===== src/hw/rtl/rob_pkg.sv =====
package rob_pkg;

	// Field widths of one word on each channel and of the count register.
	localparam int ID_W    = 16;
	localparam int VALUE_W = 32;
	localparam int COUNT_W = 17;

	typedef logic [ID_W-1:0]    id_t;
	typedef logic [VALUE_W-1:0] value_t;
	typedef logic [COUNT_W-1:0] count_t;

	// Outcome of checking a captured id against the window.
	typedef enum logic [1:0] {
		CLS_REJECT,
		CLS_PARK,
		CLS_DIRECT
	} class_t;

	// Source of the word loaded into the output register.
	typedef enum logic [1:0] {
		EMIT_NONE,
		EMIT_DROP,
		EMIT_DIRECT,
		EMIT_DRAIN
	} emit_t;

	// Commands from the controller to the datapath.
	typedef struct packed {
		logic  capture;
		logic  park;
		emit_t emit;
	} rob_cmd_t;

	// Status from the datapath to the controller.
	typedef struct packed {
		class_t cls;
		logic   more;
		logic   out_free;
	} rob_status_t;

endpackage


===== src/hw/rtl/rob_in_if.sv =====
interface rob_in_if;
	import rob_pkg::*;

	logic   valid;
	logic   ready;
	id_t    item_id;
	value_t item_value;

	modport source (output valid, output item_id, output item_value, input ready);
	modport sink   (input valid, input item_id, input item_value, output ready);

endinterface


===== src/hw/rtl/rob_out_if.sv =====
interface rob_out_if;
	import rob_pkg::*;

	logic   valid;
	logic   ready;
	id_t    out_id;
	value_t out_value;
	logic   run_last;
	logic   dropped;
	logic   all_done;

	modport source (
		output valid, output out_id, output out_value,
		output run_last, output dropped, output all_done,
		input ready
	);
	modport sink (
		input valid, input out_id, input out_value,
		input run_last, input dropped, input all_done,
		output ready
	);

endinterface


===== src/hw/rtl/rob_ctrl.sv =====
module rob_ctrl (
	input  logic                 clk,
	input  logic                 arst_n,
	input  logic                 in_valid,
	output logic                 in_ready,
	input  rob_pkg::rob_status_t sts,
	output rob_pkg::rob_cmd_t    cmd
);
	import rob_pkg::*;

	typedef enum logic [1:0] {
		ST_IDLE,
		ST_CLASSIFY,
		ST_DRAIN
	} state_t;

	state_t state_q;
	logic   ready_q;
	logic   accept;

	assign in_ready = ready_q;
	assign accept   = in_valid && ready_q;

	// Commands follow from the state and the datapath status.
	always_comb begin
		cmd.capture = 1'b0;
		cmd.park    = 1'b0;
		cmd.emit    = EMIT_NONE;
		case (state_q)
			ST_IDLE: begin
				cmd.capture = accept;
			end
			ST_CLASSIFY: begin
				case (sts.cls)
					CLS_REJECT: begin
						if (sts.out_free) cmd.emit = EMIT_DROP;
					end
					CLS_PARK: begin
						cmd.park = 1'b1;
					end
					CLS_DIRECT: begin
						if (sts.out_free) cmd.emit = EMIT_DIRECT;
					end
					default: begin
						cmd.park = 1'b0;
					end
				endcase
			end
			ST_DRAIN: begin
				if (sts.out_free) cmd.emit = EMIT_DRAIN;
			end
			default: begin
				cmd.capture = 1'b0;
			end
		endcase
	end

	// State register and the registered ready.
	always_ff @(posedge clk or negedge arst_n) begin
		if (!arst_n) begin
			state_q <= ST_IDLE;
			ready_q <= 1'b1;
		end else begin
			case (state_q)
				ST_IDLE: begin
					if (accept) begin
						state_q <= ST_CLASSIFY;
						ready_q <= 1'b0;
					end
				end
				ST_CLASSIFY: begin
					case (sts.cls)
						CLS_PARK: begin
							state_q <= ST_IDLE;
							ready_q <= 1'b1;
						end
						CLS_DIRECT: begin
							if (sts.out_free) begin
								if (sts.more) begin
									state_q <= ST_DRAIN;
								end else begin
									state_q <= ST_IDLE;
									ready_q <= 1'b1;
								end
							end
						end
						default: begin
							if (sts.out_free) begin
								state_q <= ST_IDLE;
								ready_q <= 1'b1;
							end
						end
					endcase
				end
				ST_DRAIN: begin
					if (sts.out_free && !sts.more) begin
						state_q <= ST_IDLE;
						ready_q <= 1'b1;
					end
				end
				default: begin
					state_q <= ST_IDLE;
					ready_q <= 1'b1;
				end
			endcase
		end
	end

endmodule


===== src/hw/rtl/rob_dpath.sv =====
module rob_dpath #(
	parameter int WINDOW_DEPTH = 64
) (
	input  logic                 clk,
	input  logic                 arst_n,
	input  logic                 cfg_we,
	input  rob_pkg::count_t      cfg_wdata,
	input  rob_pkg::id_t         in_id,
	input  rob_pkg::value_t      in_value,
	input  logic                 out_ready,
	output logic                 out_valid,
	output rob_pkg::id_t         out_id,
	output rob_pkg::value_t      out_value,
	output logic                 out_last,
	output logic                 out_dropped,
	output logic                 out_done,
	input  rob_pkg::rob_cmd_t    cmd,
	output rob_pkg::rob_status_t sts
);
	import rob_pkg::*;

	localparam int SLOT_W = $clog2(WINDOW_DEPTH);
	localparam logic [SLOT_W:0]   DEPTH_X   = (SLOT_W+1)'(WINDOW_DEPTH);
	localparam logic [SLOT_W-1:0] LAST_SLOT = SLOT_W'(WINDOW_DEPTH - 1);
	localparam count_t            DEPTH_C   = COUNT_W'(WINDOW_DEPTH);

	count_t                   count_q;
	count_t                   next_exp_q;
	logic [SLOT_W-1:0]        next_slot_q;
	logic [WINDOW_DEPTH-1:0]  valid_q;
	value_t                   held_mem [WINDOW_DEPTH];
	value_t                   rd_data_q;
	id_t                      id_q;
	value_t                   value_q;

	logic                     out_valid_q;
	id_t                      out_id_q;
	value_t                   out_value_q;
	logic                     out_last_q;
	logic                     out_dropped_q;
	logic                     out_done_q;

	count_t                   id_ext;
	count_t                   diff;
	count_t                   next_exp_inc;
	logic                     in_window;
	logic [SLOT_W:0]          slot_sum;
	logic [SLOT_W-1:0]        park_slot;
	logic [SLOT_W-1:0]        slot_inc;
	logic                     more;
	logic                     emit_run;

	// Window check on the captured id and its slot, by compares and subtracts.
	assign id_ext    = {1'b0, id_q};
	assign diff      = id_ext - next_exp_q;
	assign in_window = (id_ext >= next_exp_q) && (diff < DEPTH_C) && (id_ext < count_q);
	assign slot_sum  = {1'b0, next_slot_q} + {1'b0, diff[SLOT_W-1:0]};
	assign park_slot = (slot_sum >= DEPTH_X) ? SLOT_W'(slot_sum - DEPTH_X)
	                                         : slot_sum[SLOT_W-1:0];

	// Slot after the expected one and whether the run goes on past it.
	assign slot_inc     = (next_slot_q == LAST_SLOT) ? '0 : next_slot_q + SLOT_W'(1);
	assign next_exp_inc = next_exp_q + COUNT_W'(1);
	assign more         = valid_q[slot_inc] && (next_exp_inc < count_q);
	assign emit_run     = (cmd.emit == EMIT_DIRECT) || (cmd.emit == EMIT_DRAIN);

	// Status back to the controller.
	always_comb begin
		if (!in_window) begin
			sts.cls = CLS_REJECT;
		end else if (id_ext == next_exp_q) begin
			sts.cls = CLS_DIRECT;
		end else begin
			sts.cls = CLS_PARK;
		end
		sts.more     = more;
		sts.out_free = !out_valid_q || out_ready;
	end

	// Captured input word.
	always_ff @(posedge clk) begin
		if (cmd.capture) begin
			id_q    <= in_id;
			value_q <= in_value;
		end
	end

	// Count register, expected id, its slot and the valid bits.
	always_ff @(posedge clk or negedge arst_n) begin
		if (!arst_n) begin
			count_q     <= '0;
			next_exp_q  <= '0;
			next_slot_q <= '0;
			valid_q     <= '0;
		end else begin
			if (cfg_we) count_q <= cfg_wdata;
			if (cmd.park) valid_q[park_slot] <= 1'b1;
			if (emit_run) begin
				valid_q[next_slot_q] <= 1'b0;
				next_exp_q           <= next_exp_inc;
				next_slot_q          <= slot_inc;
			end
		end
	end

	// Held-value store: one write port for parking, one registered read for draining.
	always_ff @(posedge clk) begin
		if (cmd.park) held_mem[park_slot] <= value_q;
		if (emit_run && more) rd_data_q <= held_mem[slot_inc];
	end

	// Output register valid flag.
	always_ff @(posedge clk or negedge arst_n) begin
		if (!arst_n) begin
			out_valid_q <= 1'b0;
		end else if (cmd.emit != EMIT_NONE) begin
			out_valid_q <= 1'b1;
		end else if (out_ready) begin
			out_valid_q <= 1'b0;
		end
	end

	// Output register payload.
	always_ff @(posedge clk) begin
		case (cmd.emit)
			EMIT_DROP: begin
				out_id_q      <= id_q;
				out_value_q   <= '0;
				out_last_q    <= 1'b1;
				out_dropped_q <= 1'b1;
				out_done_q    <= (next_exp_q >= count_q);
			end
			EMIT_DIRECT: begin
				out_id_q      <= id_q;
				out_value_q   <= value_q;
				out_last_q    <= !more;
				out_dropped_q <= 1'b0;
				out_done_q    <= (next_exp_inc >= count_q);
			end
			EMIT_DRAIN: begin
				out_id_q      <= next_exp_q[ID_W-1:0];
				out_value_q   <= rd_data_q;
				out_last_q    <= !more;
				out_dropped_q <= 1'b0;
				out_done_q    <= (next_exp_inc >= count_q);
			end
			default: begin
				out_id_q <= out_id_q;
			end
		endcase
	end

	assign out_valid   = out_valid_q;
	assign out_id      = out_id_q;
	assign out_value   = out_value_q;
	assign out_last    = out_last_q;
	assign out_dropped = out_dropped_q;
	assign out_done    = out_done_q;

endmodule


===== src/hw/rtl/in_order_reorder_buffer.sv =====
// A word is captured into the input register when it is accepted, checked against the window in
// the classify state, and loaded into the output register once that register is free.
// An input is parked, dropped or released with the run that it completes; the held-value store
// drains that run one word per cycle while the output is not stalled, through its single
// registered read port. The next input is taken only after the last word is loaded.
// Reset (arst_n low) clears the expected id, the count register and all valid bits at
// once; the held values themselves are not cleared.
module in_order_reorder_buffer #(
	parameter int WINDOW_DEPTH = 64
) (
	input  logic            clk,
	input  logic            arst_n,
	input  logic            cfg_we,
	input  rob_pkg::count_t cfg_wdata,
	rob_in_if.sink          items,
	rob_out_if.source       results
);
	import rob_pkg::*;

	rob_cmd_t    cmd;
	rob_status_t sts;

	// Sequencing of capture, check, park and drain.
	rob_ctrl u_ctrl (
		.clk      (clk),
		.arst_n   (arst_n),
		.in_valid (items.valid),
		.in_ready (items.ready),
		.sts      (sts),
		.cmd      (cmd)
	);

	// Window check, held store and output register.
	rob_dpath #(
		.WINDOW_DEPTH (WINDOW_DEPTH)
	) u_dpath (
		.clk         (clk),
		.arst_n      (arst_n),
		.cfg_we      (cfg_we),
		.cfg_wdata   (cfg_wdata),
		.in_id       (items.item_id),
		.in_value    (items.item_value),
		.out_ready   (results.ready),
		.out_valid   (results.valid),
		.out_id      (results.out_id),
		.out_value   (results.out_value),
		.out_last    (results.run_last),
		.out_dropped (results.dropped),
		.out_done    (results.all_done),
		.cmd         (cmd),
		.sts         (sts)
	);

endmodule


===== src/flat_wrapper.sv =====
// flat-port wrapper written by rule: the top's interface ports become plain ports
module in_order_reorder_buffer_flat import rob_pkg::*;
#(
	parameter int WINDOW_DEPTH = 64
)
  (clk, arst_n, cfg_we, cfg_wdata, items_valid, items_item_id, items_item_value, items_ready, results_valid, results_out_id, results_out_value, results_run_last, results_dropped, results_all_done, results_ready);
  rob_in_if items_i ();
  rob_out_if results_i ();
  input  logic clk;
  input  logic arst_n;
  input  logic cfg_we;
  input  rob_pkg::count_t cfg_wdata;
  input wire logic [$bits(items_i.valid)-1:0] items_valid;
  input wire logic [$bits(items_i.item_id)-1:0] items_item_id;
  input wire logic [$bits(items_i.item_value)-1:0] items_item_value;
  output wire logic [$bits(items_i.ready)-1:0] items_ready;
  output wire logic [$bits(results_i.valid)-1:0] results_valid;
  output wire logic [$bits(results_i.out_id)-1:0] results_out_id;
  output wire logic [$bits(results_i.out_value)-1:0] results_out_value;
  output wire logic [$bits(results_i.run_last)-1:0] results_run_last;
  output wire logic [$bits(results_i.dropped)-1:0] results_dropped;
  output wire logic [$bits(results_i.all_done)-1:0] results_all_done;
  input wire logic [$bits(results_i.ready)-1:0] results_ready;
  assign items_i.valid = items_valid;
  assign items_i.item_id = items_item_id;
  assign items_i.item_value = items_item_value;
  assign items_ready = items_i.ready;
  assign results_valid = results_i.valid;
  assign results_out_id = results_i.out_id;
  assign results_out_value = results_i.out_value;
  assign results_run_last = results_i.run_last;
  assign results_dropped = results_i.dropped;
  assign results_all_done = results_i.all_done;
  assign results_i.ready = results_ready;
  in_order_reorder_buffer #(.WINDOW_DEPTH(WINDOW_DEPTH)) u_core (.clk(clk), .arst_n(arst_n), .cfg_we(cfg_we), .cfg_wdata(cfg_wdata), .items(items_i), .results(results_i));
endmodule

===== config.mk =====
export PLATFORM = sky130hd
export DESIGN_NAME = in_order_reorder_buffer_flat
export DESIGN_NICKNAME = d
export VERILOG_FILES = /design/src/hw/rtl/rob_pkg.sv /design/src/hw/rtl/rob_in_if.sv /design/src/hw/rtl/rob_out_if.sv /design/src/hw/rtl/rob_ctrl.sv /design/src/hw/rtl/rob_dpath.sv /design/src/hw/rtl/in_order_reorder_buffer.sv /design/src/flat_wrapper.sv
export SDC_FILE = /design/constraint.sdc
export NUM_CORES = 2
export LEC_CHECK = 0
export ABC_CLOCK_PERIOD_IN_PS = 13930
export CAP_MARGIN = 25
export CORE_MARGIN = 2
export CORE_UTILIZATION = 55
export CTS_CLUSTER_DIAMETER = 60
export DETAILED_ROUTE_END_ITERATION = 8
export DONT_BUFFER_PORTS = 1
export PLACE_DENSITY = 0.7
export SLEW_MARGIN = 20
export SYNTH_ARGS = -nofsm -noshare
export SYNTH_HDL_FRONTEND = slang
export SYNTH_SLANG_ARGS = --single-unit

===== constraint.sdc =====
create_clock -name clk -period 13.93 [get_ports clk]
set_clock_uncertainty 0.15 [all_clocks]
set_input_delay 1.393 -clock clk [delete_from_list [all_inputs] [get_ports clk]]
set_output_delay 1.393 -clock clk [all_outputs]
set_load 0.01 [all_outputs]

==> results.json <==
{
  "status": "finished clean",
  "die_x_um": 408,
  "synthFlopType": "sky130_fd_sc_hd__edfxtp_1",
  "final_common_cell": "sky130_fd_sc_hd__edfxtp_1",
  "finalSetupTns_ns": 0,
  "drt_drc_violations_left": 0,
  "async_flop_share_pct": 4.72,
  "placeableCoreArea_mm2": 0.162,
  "clock_pin_transition_on_the_worst_setup_and_hold_timing_paths_ns": 0.06,
  "holdBufCountCts": 0,
  "drive_gt1_share_pct": 26.9,
  "most_frequent_cells_in_the_layout": "2179 x sky130_fd_sc_hd__edfxtp_1, 638 x sky130_fd_sc_hd__mux4_2, 224 x sky130_fd_sc_hd__clkbuf_16",
  "ctsHtreeMaxLevel": 4,
  "cts_setup_buffers": 0,
  "cts_tree": "built",
  "fill_cells": 10900,
  "detailed_place_hpwl_um": 115000,
  "maximum_capacitance_violations": 0,
  "die_y_um": 408,
  "placement.io_buffers": 0,
  "startpoint_type": "flop",
  "postSynthRegisterBits": 2287,
  "p_per_area_mw_per_mm2": 142,
  "top_level_ports": 123,
  "report.final.slew_viol_count": 0,
  "synth_fp_nets": 4276,
  "worst_ir_drop_on_vdd_mv": 0.107,
  "r2r_start": "u_core.u_dpath.next_slot_q[4]$_DFFE_PN0N_",
  "crit_required_ns": 14.37,
  "synth.lib_cells_used.distinct": 77,
  "die-area_mm2": 0.167,
  "synth_largest_area_cell": "sky130_fd_sc_hd__edfxtp_1",
  "syn2layout_area_growth_pct": 11.8,
  "ant_nets": 0,
  "max_clock_freq_mhz": 156,
  "worstRegToRegCells": 10,
  "row_count": 148,
  "root_buffer": "sky130_fd_sc_hd__clkbuf_16",
  "cts_inserted_buffers": 219,
  "yosys-top-cells-area": "sky130_fd_sc_hd__edfxtp_1 73%, sky130_fd_sc_hd__mux4_2 16%, sky130_fd_sc_hd__dfrtp_1 3.0%, sky130_fd_sc_hd__ha_1 1.0%, sky130_fd_sc_hd__nand2_1 0.90%",
  "seq_area_mm2": 0.0681,
  "congestion_overflow_gr": 0,
  "period_minus_slack_ns": 6.42,
  "setup.reg_to_reg.worst_slack_ns": 7.51,
  "grt_pass1_vias": 43900,
  "wl_per_cell_um": 34.7,
  "worstSkewPairLatency_ns": 0.86,
  "gpl.final_weighted_congestion": 0.858,
  "footprint_of_the_multi_input_gates_mm2": 0.0213,
  "setup_violations": 0,
  "seq_area_frac_synth_pct": 75.8,
  "grt_setup_unrepaired": "no",
  "drt_iter0_markers": 6735,
  "syn-instance-count": 4129,
  "rr_endpoint": "u_core.u_dpath.rd_data_q[16]$_DFFE_PP_",
  "antenna_found_initial": 7,
  "max_slew.worst_pin.slew_ns": 1.06,
  "critPathArrivalTime_ns": 6.86,
  "worstSetupPathType": "reg2reg",
  "worst_slew_margin_rel_pct": 29.4,
  "fraction_of_the_cycle_the_final_worst_path_needs_pct": 46.1,
  "clock_path_buffers": 3,
  "initial_core_util_pct": 55.3,
  "finish.net_count": 4427,
  "vias": 44400,
  "hold_class": "in2async",
  "vias_per_cell": 6.70,
  "leakage_power_total_nw": 32.0,
  "synth_largest_type_area_fraction_pct": 72.8,
  "wire_length_of_the_first_global_routing_pass_um": 326000,
  "syn_area_mm2": 0.0898,
  "first_pass_iters": 6,
  "syn_avg_cell_area_um2": 21.8,
  "synth.yosys.warnings": 0,
  "number_of_gates_resized_after_cts": 0,
  "grt.total_usage_pct": 27.8,
  "detail_route.wirelength_um": 230000,
  "number_of_synthesized_flops_with_an_enable_pin": 2179,
  "worst_hold_slack_ns": 0.0900,
  "cts_sinks": 2287,
  "path_max_fanout": 43,
  "final-hold-violation-count": 0,
  "grt_start_max_net_pins": 145,
  "worstSetupEndpointType": "flop"
}
-- cells by family after synthesis --
| logic type | share of synthesized area, % |
|---|---|
| multiplexers | 16.5 |
| AO/OA/AOI/OAI | 2.31 |
| buffers and inverters | 1.15 |
| XOR/XNOR | 0.526 |
| flip-flops | 75.8 |
| AND/OR/NAND/NOR | 2.58 |
| adder cells (fa/ha/maj) | 1.09 |
-- layout make-up --
cell class	count	area share [%]
timing repair buffer	135	1.10
clock inverter	124	1.16
sequential	2287	67.8
multi-input combinational	1582	21.2
antenna	1	0.00249
tap	2175	2.71
inverter	55	0.211
clock buffer	276	5.80
-- worst max path at each step --
stage                                                    from                                        to  slack [ns]  depth (start not counted)
finish              u_core.u_dpath.next_slot_q[4]$_DFFE_PN0N_    u_core.u_dpath.rd_data_q[16]$_DFFE_PP_        7.51                         10
detailed placement  u_core.u_dpath.next_slot_q[4]$_DFFE_PN0N_     u_core.u_dpath.rd_data_q[4]$_DFFE_PP_        7.43                         10
global placement    u_core.u_dpath.next_slot_q[4]$_DFFE_PN0N_     u_core.u_dpath.rd_data_q[4]$_DFFE_PP_        7.49                         10
floorplan            u_core.u_dpath.next_exp_q[9]$_DFFE_PN0N_  u_core.u_dpath.held_mem[53][0]$_DFFE_PP_        8.61                         13
global route        u_core.u_dpath.next_slot_q[4]$_DFFE_PN0N_    u_core.u_dpath.rd_data_q[16]$_DFFE_PP_        7.08                         10
CTS                 u_core.u_dpath.next_slot_q[4]$_DFFE_PN0N_     u_core.u_dpath.rd_data_q[4]$_DFFE_PP_        7.42                         10
-- power breakdown --
part           switching [W]  total [W]  internal, W
Clock                0.00254    0.00581      0.00327
Combinational       0.000451   0.000545    0.0000935
Sequential         0.0000603    0.00786      0.00780
-- routing by layer --
layer  vias up  global-route usage [%]  part of all wire [%]
met3       446                    5.46                   9.8
met5         -                       0                 0.010
met1     23600                    39.2                    38
met2      2707                    43.7                    48
met4         4                    10.8                   4.2
li1      17600                       -                     -
-- cell usage after synthesis, drive strengths merged (5+ instances only) --
cell / count
a21o: 9
and3: 39
nand2b: 13
a211oi: 9
a31oi: 39
inv: 55
o221ai: 5
edfxtp: 2179
ha: 75
buf: 76
nor2b: 7
nand2: 215
mux4: 638
a2bb2oi: 65
a21oi: 32
o211ai: 6
xnor2: 45
xor2: 9
clkbuf: 129
nor4: 8
nor2: 105
dfrtp: 107
o22ai: 6
nor3: 29
mux2i: 12
a22o: 33
o21ai: 47
nand4: 16
mux2: 29
nand3: 25
-- per-stage QoR --
stage / std cells / power [W] / util (%) / cell area (um2) / setup WS, ns
after floorplan: 4129 / 0.00829 / - / 89800 / 8.61
after global placement: 6232 / 0.00852 / 57.5 / 93400 / 7.49
after detailed placement: 6232 / 0.00854 / 57.5 / 93400 / 7.43
after CTS: 6632 / 0.0143 / 61.8 / 100000 / 7.42
after global routing: 6634 / 0.0146 / 61.8 / 100000 / 7.08
final: 6635 / 0.0142 / 61.8 / 100000 / 7.51
-- state kept, by name (all words and copies together) (netlist names) --
register,flops
u_core.u_dpath.out_id,16
u_core.u_dpath.out_done,1
u_core.u_dpath.count_q,17
u_core.u_dpath.out_dropped,1
u_core.u_dpath.held_mem,2048
u_core.u_dpath.id_q,16
u_core.u_ctrl.in_ready,1
u_core.u_dpath.out_last,1
u_core.u_dpath.next_exp_q,17
u_core.u_dpath.out_valid,1
u_core.u_dpath.valid_q,64
u_core.u_dpath.value_q,32
u_core.u_ctrl.state_q,2
u_core.u_dpath.next_slot_q,6
u_core.u_dpath.out_value,32
u_core.u_dpath.rd_data_q,32
-- critical path, stage by stage, from the launching register on --
cell and delay (ns):
sky130_fd_sc_hd__dfrtp_1 0.61, sky130_fd_sc_hd__and3_1 0.46, sky130_fd_sc_hd__a31oi_4 0.85, sky130_fd_sc_hd__buf_4 0.76, sky130_fd_sc_hd__buf_4 0.83, sky130_fd_sc_hd__buf_4 0.64, sky130_fd_sc_hd__mux4_2 0.59, sky130_fd_sc_hd__mux4_2 0.47
sky130_fd_sc_hd__nand2_1 0.09, sky130_fd_sc_hd__and3_1 0.47, sky130_fd_sc_hd__a31oi_1 0.07
Note: power is estimated with default switching activity, not from simulation.
